$ cat config.mk
export PLATFORM = sky130hd
export DESIGN_NAME = half_single_float_converter_flat
export DESIGN_NICKNAME = d
export VERILOG_FILES = /design/src/rtl/hsfc_pkg.sv /design/src/rtl/hsfc_if.sv /design/src/rtl/half_single_float_converter.sv /design/src/flat_wrapper.sv
export SDC_FILE = /design/constraint.sdc
export NUM_CORES = 1
export LEC_CHECK = 0
export ABC_AREA = 1
export ABC_CLOCK_PERIOD_IN_PS = 7120
export BUFFER_PORTS_ARGS = -buffer_cell sky130_fd_sc_hd__buf_2
export CAP_MARGIN = 20
export CORE_MARGIN = 2
export CORE_UTILIZATION = 59
export CTS_CLUSTER_SIZE = 10
export DETAILED_ROUTE_END_ITERATION = 7
export PLACE_DENSITY = 0.8
export SETUP_SLACK_MARGIN = 0.4
export SLEW_MARGIN = 15
export SYNTH_ARGS = -nofsm -noshare
export SYNTH_HDL_FRONTEND = slang
export SYNTH_SLANG_ARGS = --single-unit
$ cat constraint.sdc
create_clock -name clock -period 7.12 [get_ports clock]
set_input_delay 1.068 -clock clock [delete_from_list [all_inputs] [get_ports clock]]
set_output_delay 1.068 -clock clock [all_outputs]
set_load 0.05 [all_outputs]
$ cat src/rtl/hsfc_pkg.sv
// hsfc_pkg: constants and types shared by the half/single converter
// no dependencies
`default_nettype none
package hsfc_pkg;
   localparam int unsigned HalfW   = 16;
   localparam int unsigned SingleW = 32;
   localparam logic [4:0]  HExpMax = 5'h1F;
   localparam logic [7:0]  SExpMax = 8'hFF;
   localparam logic [7:0]  Rebias  = 8'd112;
   localparam logic [9:0]  HQnan   = 10'h200;

   typedef enum logic {
      FUNC_H2S = 1'b0,
      FUNC_S2H = 1'b1
   } func_type;

   typedef struct packed {
      logic               func;
      logic [HalfW-1:0]   half_in;
      logic [SingleW-1:0] single_in;
   } req_type;

   typedef struct packed {
      logic [SingleW-1:0] single_out;
      logic [HalfW-1:0]   half_out;
   } rsp_type;
endpackage
`default_nettype wire

$ cat src/rtl/hsfc_if.sv
// hsfc_if: valid/ready channel carrying one request or one response
// depends on hsfc_pkg for the payload types
`default_nettype none
interface hsfc_req_if import hsfc_pkg::*; ();
   logic    valid;
   logic    ready;
   req_type data;
   modport source (output valid, output data, input ready);
   modport sink   (input valid, input data, output ready);
endinterface

interface hsfc_rsp_if import hsfc_pkg::*; ();
   logic    valid;
   logic    ready;
   rsp_type data;
   modport source (output valid, output data, input ready);
   modport sink   (input valid, input data, output ready);
endinterface
`default_nettype wire

$ cat src/rtl/half_single_float_converter.sv
// half_single_float_converter: binary16 <-> binary32 conversion, four stages
// depends on hsfc_pkg and hsfc_if
//
//  channel  dir  handshake       payload
//  req      in   valid / ready   func, half_in, single_in
//  rsp      out  valid / ready   single_out, half_out
//
// one request per cycle while rsp is ready or stage 4 is empty; the rate is set by the stage chain
// s1 decodes and counts leading zeros, s2 aligns, s3 rounds, s4 packs
// all stages advance together; rsp not ready holds every full stage
// reset clears the stage valid bits only
`default_nettype none
module half_single_float_converter import hsfc_pkg::*; (
   input wire logic   clock,
   input wire logic   reset,
   hsfc_req_if.sink   req,
   hsfc_rsp_if.source rsp
);
   logic adv;
   logic v1_ff, v2_ff, v3_ff, v4_ff;
   logic v1_in, v2_in, v3_in, v4_in;

   assign adv = ~v4_ff | rsp.ready;
   assign req.ready = adv;
   assign v1_in = req.valid;
   assign v2_in = v1_ff;
   assign v3_in = v2_ff;
   assign v4_in = v3_ff;

   always_ff @(posedge clock) begin
      if (reset) begin
         v1_ff <= 1'b0; v2_ff <= 1'b0; v3_ff <= 1'b0; v4_ff <= 1'b0;
      end else if (adv) begin
         v1_ff <= v1_in; v2_ff <= v2_in; v3_ff <= v3_in; v4_ff <= v4_in;
      end
   end

   // stage 1: decode
   typedef struct packed {
      logic        func;
      logic        sign;
      logic        special;   // h2s zero/inf/nan, or s2h inf/nan/zero/ovf/underflow
      logic [31:0] spec_val;
      logic [9:0]  hm;
      logic [3:0]  lz;
      logic [4:0]  he;
      logic [23:0] sm;        // single mantissa with hidden bit
      logic [4:0]  sh;        // right shift for s2h (13 .. 24)
      logic [4:0]  hexp;      // biased half exponent (0 for subnormal)
   } s1_type;
   s1_type s1_in, s1_ff;

   always_comb begin
      logic [7:0] e8;
      logic [8:0] e;
      logic [15:0] hs;
      s1_in = '0;
      s1_in.func = req.data.func;
      e8 = req.data.single_in[30:23];
      e = {1'b0, e8} - 9'd112;
      hs = {req.data.single_in[31], 15'd0};
      s1_in.hm = req.data.half_in[9:0];
      s1_in.he = req.data.half_in[14:10];
      s1_in.sm = {1'b1, req.data.single_in[22:0]};
      s1_in.lz = 4'd10;
      for (int i = 0; i < 10; i++)
         if (req.data.half_in[i]) s1_in.lz = 4'(9 - i);
      if (req.data.func == FUNC_H2S) begin
         s1_in.sign = req.data.half_in[15];
         if (req.data.half_in[14:0] == 15'd0) begin
            s1_in.special = 1'b1;
            s1_in.spec_val = {req.data.half_in[15], 31'd0};
         end else if (req.data.half_in[14:10] == HExpMax) begin
            s1_in.special = 1'b1;
            s1_in.spec_val = {req.data.half_in[15], SExpMax, req.data.half_in[9:0], 13'd0};
         end
      end else begin
         s1_in.sign = req.data.single_in[31];
         if (e8 == SExpMax) begin
            s1_in.special = 1'b1;
            s1_in.spec_val = {16'd0, hs | {1'b0, HExpMax,
                              (req.data.single_in[22:0] != 23'd0) ? HQnan : 10'd0}};
         end else if (e8 == 8'd0 || e8 < 8'd102) begin
            s1_in.special = 1'b1;
            s1_in.spec_val = {16'd0, hs};
         end else if (e8 >= 8'd143) begin
            s1_in.special = 1'b1;
            s1_in.spec_val = {16'd0, hs | {1'b0, HExpMax, 10'd0}};
         end else if (e8 <= 8'd112) begin
            // subnormal: shift 14 - (e8-112) = 126 - e8
            s1_in.sh = 5'(8'd126 - e8);
            s1_in.hexp = 5'd0;
         end else begin
            s1_in.sh = 5'd13;
            s1_in.hexp = e[4:0];
         end
      end
   end

   always_ff @(posedge clock) if (adv) s1_ff <= s1_in;

   // stage 2: align
   typedef struct packed {
      logic        func;
      logic        sign;
      logic        special;
      logic [31:0] spec_val;
      logic [31:0] h2s;
      logic [10:0] m;
      logic        rb;
      logic        sticky;
      logic [4:0]  hexp;
   } s2_type;
   s2_type s2_in, s2_ff;

   always_comb begin
      logic [47:0] w;
      logic [9:0]  nm;
      logic [7:0]  ne;
      s2_in.func = s1_ff.func;
      s2_in.sign = s1_ff.sign;
      s2_in.special = s1_ff.special;
      s2_in.spec_val = s1_ff.spec_val;
      s2_in.hexp = s1_ff.hexp;
      if (s1_ff.he == 5'd0) begin
         // subnormal half: exponent 1 - (lz + 1), rebased to single
         nm = 10'(s1_ff.hm << (s1_ff.lz + 4'd1));
         ne = Rebias - {4'd0, s1_ff.lz};
      end else begin
         nm = s1_ff.hm;
         ne = {3'd0, s1_ff.he} + Rebias;
      end
      s2_in.h2s = {s1_ff.sign, ne, nm, 13'd0};
      w = {s1_ff.sm, 24'd0} >> s1_ff.sh;
      s2_in.m = w[34:24];
      s2_in.rb = w[23];
      s2_in.sticky = |w[22:0];
   end

   always_ff @(posedge clock) if (adv) s2_ff <= s2_in;

   // stage 3: round
   typedef struct packed {
      logic        func;
      logic        sign;
      logic        special;
      logic [31:0] spec_val;
      logic [31:0] h2s;
      logic [15:0] sum;
   } s3_type;
   s3_type s3_in, s3_ff;

   always_comb begin
      logic up;
      logic [15:0] base;
      s3_in.func = s2_ff.func;
      s3_in.sign = s2_ff.sign;
      s3_in.special = s2_ff.special;
      s3_in.spec_val = s2_ff.spec_val;
      s3_in.h2s = s2_ff.h2s;
      up = s2_ff.rb & (s2_ff.sticky | s2_ff.m[0]);
      // normal: exponent plus fraction, carry out of fraction bumps exponent
      if (s2_ff.hexp == 5'd0)
         base = {5'd0, s2_ff.m};
      else
         base = {1'b0, s2_ff.hexp, s2_ff.m[9:0]};
      s3_in.sum = base + {15'd0, up};
   end

   always_ff @(posedge clock) if (adv) s3_ff <= s3_in;

   // stage 4: pack
   rsp_type out_in, out_ff;
   always_comb begin
      out_in = '0;
      if (s3_ff.func == FUNC_H2S) begin
         out_in.single_out = s3_ff.special ? s3_ff.spec_val : s3_ff.h2s;
      end else if (s3_ff.special) begin
         out_in.half_out = s3_ff.spec_val[15:0];
      end else if (s3_ff.sum[14:10] == HExpMax) begin
         out_in.half_out = {s3_ff.sign, HExpMax, 10'd0};
      end else begin
         out_in.half_out = {s3_ff.sign, s3_ff.sum[14:0]};
      end
   end

   always_ff @(posedge clock) if (adv) out_ff <= out_in;

   assign rsp.valid = v4_ff;
   assign rsp.data  = out_ff;
endmodule
`default_nettype wire

$ cat src/flat_wrapper.sv
// flat-port wrapper written by rule: the top's interface ports become plain ports
module half_single_float_converter_flat import hsfc_pkg::*;
  (clock, reset, req_valid, req_data, req_ready, rsp_valid, rsp_data, rsp_ready);
  hsfc_req_if req_i ();
  hsfc_rsp_if rsp_i ();
  input wire logic clock;
  input wire logic reset;
  input wire logic [$bits(req_i.valid)-1:0] req_valid;
  input wire logic [$bits(req_i.data)-1:0] req_data;
  output wire logic [$bits(req_i.ready)-1:0] req_ready;
  output wire logic [$bits(rsp_i.valid)-1:0] rsp_valid;
  output wire logic [$bits(rsp_i.data)-1:0] rsp_data;
  input wire logic [$bits(rsp_i.ready)-1:0] rsp_ready;
  assign req_i.valid = req_valid;
  assign req_i.data = req_data;
  assign req_ready = req_i.ready;
  assign rsp_valid = rsp_i.valid;
  assign rsp_data = rsp_i.data;
  assign rsp_i.ready = rsp_ready;
  half_single_float_converter u_core (.clock(clock), .reset(reset), .req(req_i), .rsp(rsp_i));
endmodule
==> reports/results.txt <==
Largest net degree at the start of global routing: 83
HP Class: reg2reg
# IOs: 103
Post-route DRC: 0
Total of max-cap violations: 0
Fin Clk Skew: 0.01255 ns
Maximum clock rate: 297.9 MHz
Initial antenna violation count: 0
CTS buffer count: 25
CORE AREA: 15890 sq um
FP Rows: 46
R2R Setup Slk: 4.47 ns
Critical register-to-register path startpoint: u_core.s1_ff[7]
Capturing point of the worst reg2reg path: u_core.s2_ff[5]
Hold WS: 0.4139 ns
Synth async-reset ratio: 0%
DRT iter0 DRCs: 622
CTS tree: built
Post-synthesis register bit count: 210
Die X: 131.3 um
Final hold vios: 0
Final min period: 3.356 ns
WP data required: 6.05 ns
Die area: 17230 sq um
Global-route wire length before repair: 27810 um
Max-slew violations: 0
Ant diodes: 0
Via density: 5.436
Status: finished clean
Chip height: 131.3 um
Initial Util: 60.17%
Layout cells sized above 1: 16.27%
Setup TNS: 0 ns
Top Layer Used: met4
Critical path class: in2out
Measured slew at the worst slew-check pin: 1.123 ns
Top-area cell type share of the netlist area: 64.72%
Vias in the first global route: 5717
Nets: 1011
P_leak: 4.609 nW
Vias: 6420
Area growth, synth to finish: 12.82%
Clk slew on worst S/H paths: 0.06 ns
Root Driver: clkbuf_16
CP max FO: 82
Detailed Routing Iterations Pass 1: 6
Antenna-violating nets left: 0
Worst hold start: u_core.s1_ff[68]
Top cells by area, synth: edfxtp_1, nand2_1, nand3_1
Hold Path Stages: 0
Postcts setup bufs: 0
Metal2 WL: 7358 um
Total power: 3.002 mW
HPWL after DPL: 11900 um
H-tree depth: 1
Worst Setup End Kind: output port
Final Wtd Congestion: 0.9191
Resize count post-CTS: 0
Total Routed Length: 16890 um
Max-slew headroom: 25.16%
Netlist cell types: 43
Clock latency on the worst-skew pair: 0.52 ns
Maximum VDD drop: 216.5 uV
Final cycle utilization of the critical path: 47.14%
Cell area after synthesis: 9558 sq um
WL met1: 7987 um
GRT Overall Usage: 19.65%
CTS Buffer Depth: 3
Ys flop type: edfxtp_1
Reg2reg path depth: 9
Final Non-Filler Cells: 1181
WP data arrival: 2.29 ns
WL met3: 1175 um
Register area share after synthesis: 65.56%
RSZ-0062 raised after global routing: no
Number of port buffers: 93
WHS Endpoint: u_core.s2_ff[65]
CP Launch Type: primary input
Yosys Warn Count: 0
Cells after Synth: 864
Hold Buf Count CTS: 0
Final setup fails: 0
Routed wire per std cell: 14.30 um
Syn_area_per_cell: 11.06 sq um
Sinks on Clock Net: 210
EDFF count, synth: 206
Total gr overflow: 0
Synth area leader: edfxtp_1
Placed Instances: 1140
Power density cells: 278.4 nW/um^2
## area by class of cell
class / instances / area, sq um
fillers: 1193 / 5102
flip-flops and latches: 210 / 6266
multi-input cells: 542 / 2753
clock inverters: 3 / 33.78
inverters: 76 / 297.8
clock buffers: 38 / 674.4
repair buffers: 96 / 488.0
well taps: 216 / 270.3
## flip-flops by register name (all words and copies together), names as in the netlist
register	count
u_core.s2_ff	52
u_core.v2_ff	1
u_core.v3_ff	1
u_core.rsp.valid	1
u_core.v1_ff	1
u_core.rsp.data	36
u_core.s3_ff	49
u_core.s1_ff	69
## cell usage after synthesis, drive strengths merged, types with 2 or more instances
library cell / count
edfxtp: 206
nand2: 169
nand3: 127
nor2: 76
inv: 74
o21ai: 44
a21oi: 31
buf: 27
clkbuf: 17
o211ai: 11
o22ai: 11
xor2: 11
nand4: 10
ha: 7
nor4: 7
nor3: 6
xnor2: 5
a31oi: 4
dfxtp: 4
and2: 2
clkinv: 2
o21a: 2
o31ai: 2
## metal layers
layer,up-vias,GRT usage (%)
met1,2951,30.77
li1,3193,-
met2,242,28.71
met5,-,0
met4,0,5.495
met3,34,3.241
## cells in the final DEF, fill, tap and decap left out, types with 2 or more instances in the layout
master	instances
nand3_2	12
ha_1	7
nand2_4	5
edfxtp_1	206
nor3_1	6
o21ai_0	39
nand2_2	6
a31oi_1	4
nor2_1	76
nand4_1	9
inv_4	2
a21oi_1	31
conb_1	9
clkbuf_1	13
dfxtp_1	4
nand3_1	115
and2_1	2
buf_2	93
clkbuf_16	25
xnor2_1	5
clkinv_1	2
buf_4	3
o21ai_2	4
o211ai_1	11
o22ai_1	11
nand2_1	158
o21a_1	2
nor4_1	7
inv_1	71
xor2_1	11
## power by group
group / switching, mW / internal, mW
clock: 0.451 / 0.650
combinational: 0.262 / 0.107
sequential: 0.0540 / 1.48
total: 0.767 / 2.23
## worst max-delay path by stage
stage               from        end  slack [ns]  cells after the start
2_1_floorplan  rsp_ready  req_ready        0.60                      2
4_1_cts        rsp_ready  req_ready        3.76                      4
3_3_place_gp   rsp_ready  req_ready        3.81                      4
3_5_place_dp   rsp_ready  req_ready        3.76                      4
6_report       rsp_ready  req_ready        3.76                      4
5_1_grt        rsp_ready  req_ready        3.70                      4
## worst max-delay path, cell delays in order
cell and delay [ns]:
buf_2 0.10, nor2_1 0.43, inv_8 0.32, buf_2 0.32
## cell families after synthesis
group | after synthesis | synth area share, %
AOI/OAI and AO/OA | 110 | 6.716
xor gates and xnor gates | 16 | 1.466
adders and majority gates | 7 | 0.9163
buffers and inverters | 120 | 5.956
DFF | 210 | 65.56
other | 1 | 0.03923
and+or+nand+nor | 400 | 19.35
## metrics by stage
step / setup slack, ns / cell area [sq um] / utilization, %
after global placement: 3.811 / 10070 / 63.42
after floorplan: 0.5973 / 9588 / -
after detailed placement: 3.757 / 10070 / 63.42
final: 3.764 / 10780 / 67.88
after CTS: 3.760 / 10780 / 67.88
after global routing: 3.704 / 10780 / 67.88
Note: power is estimated with default switching activity, not from simulation.
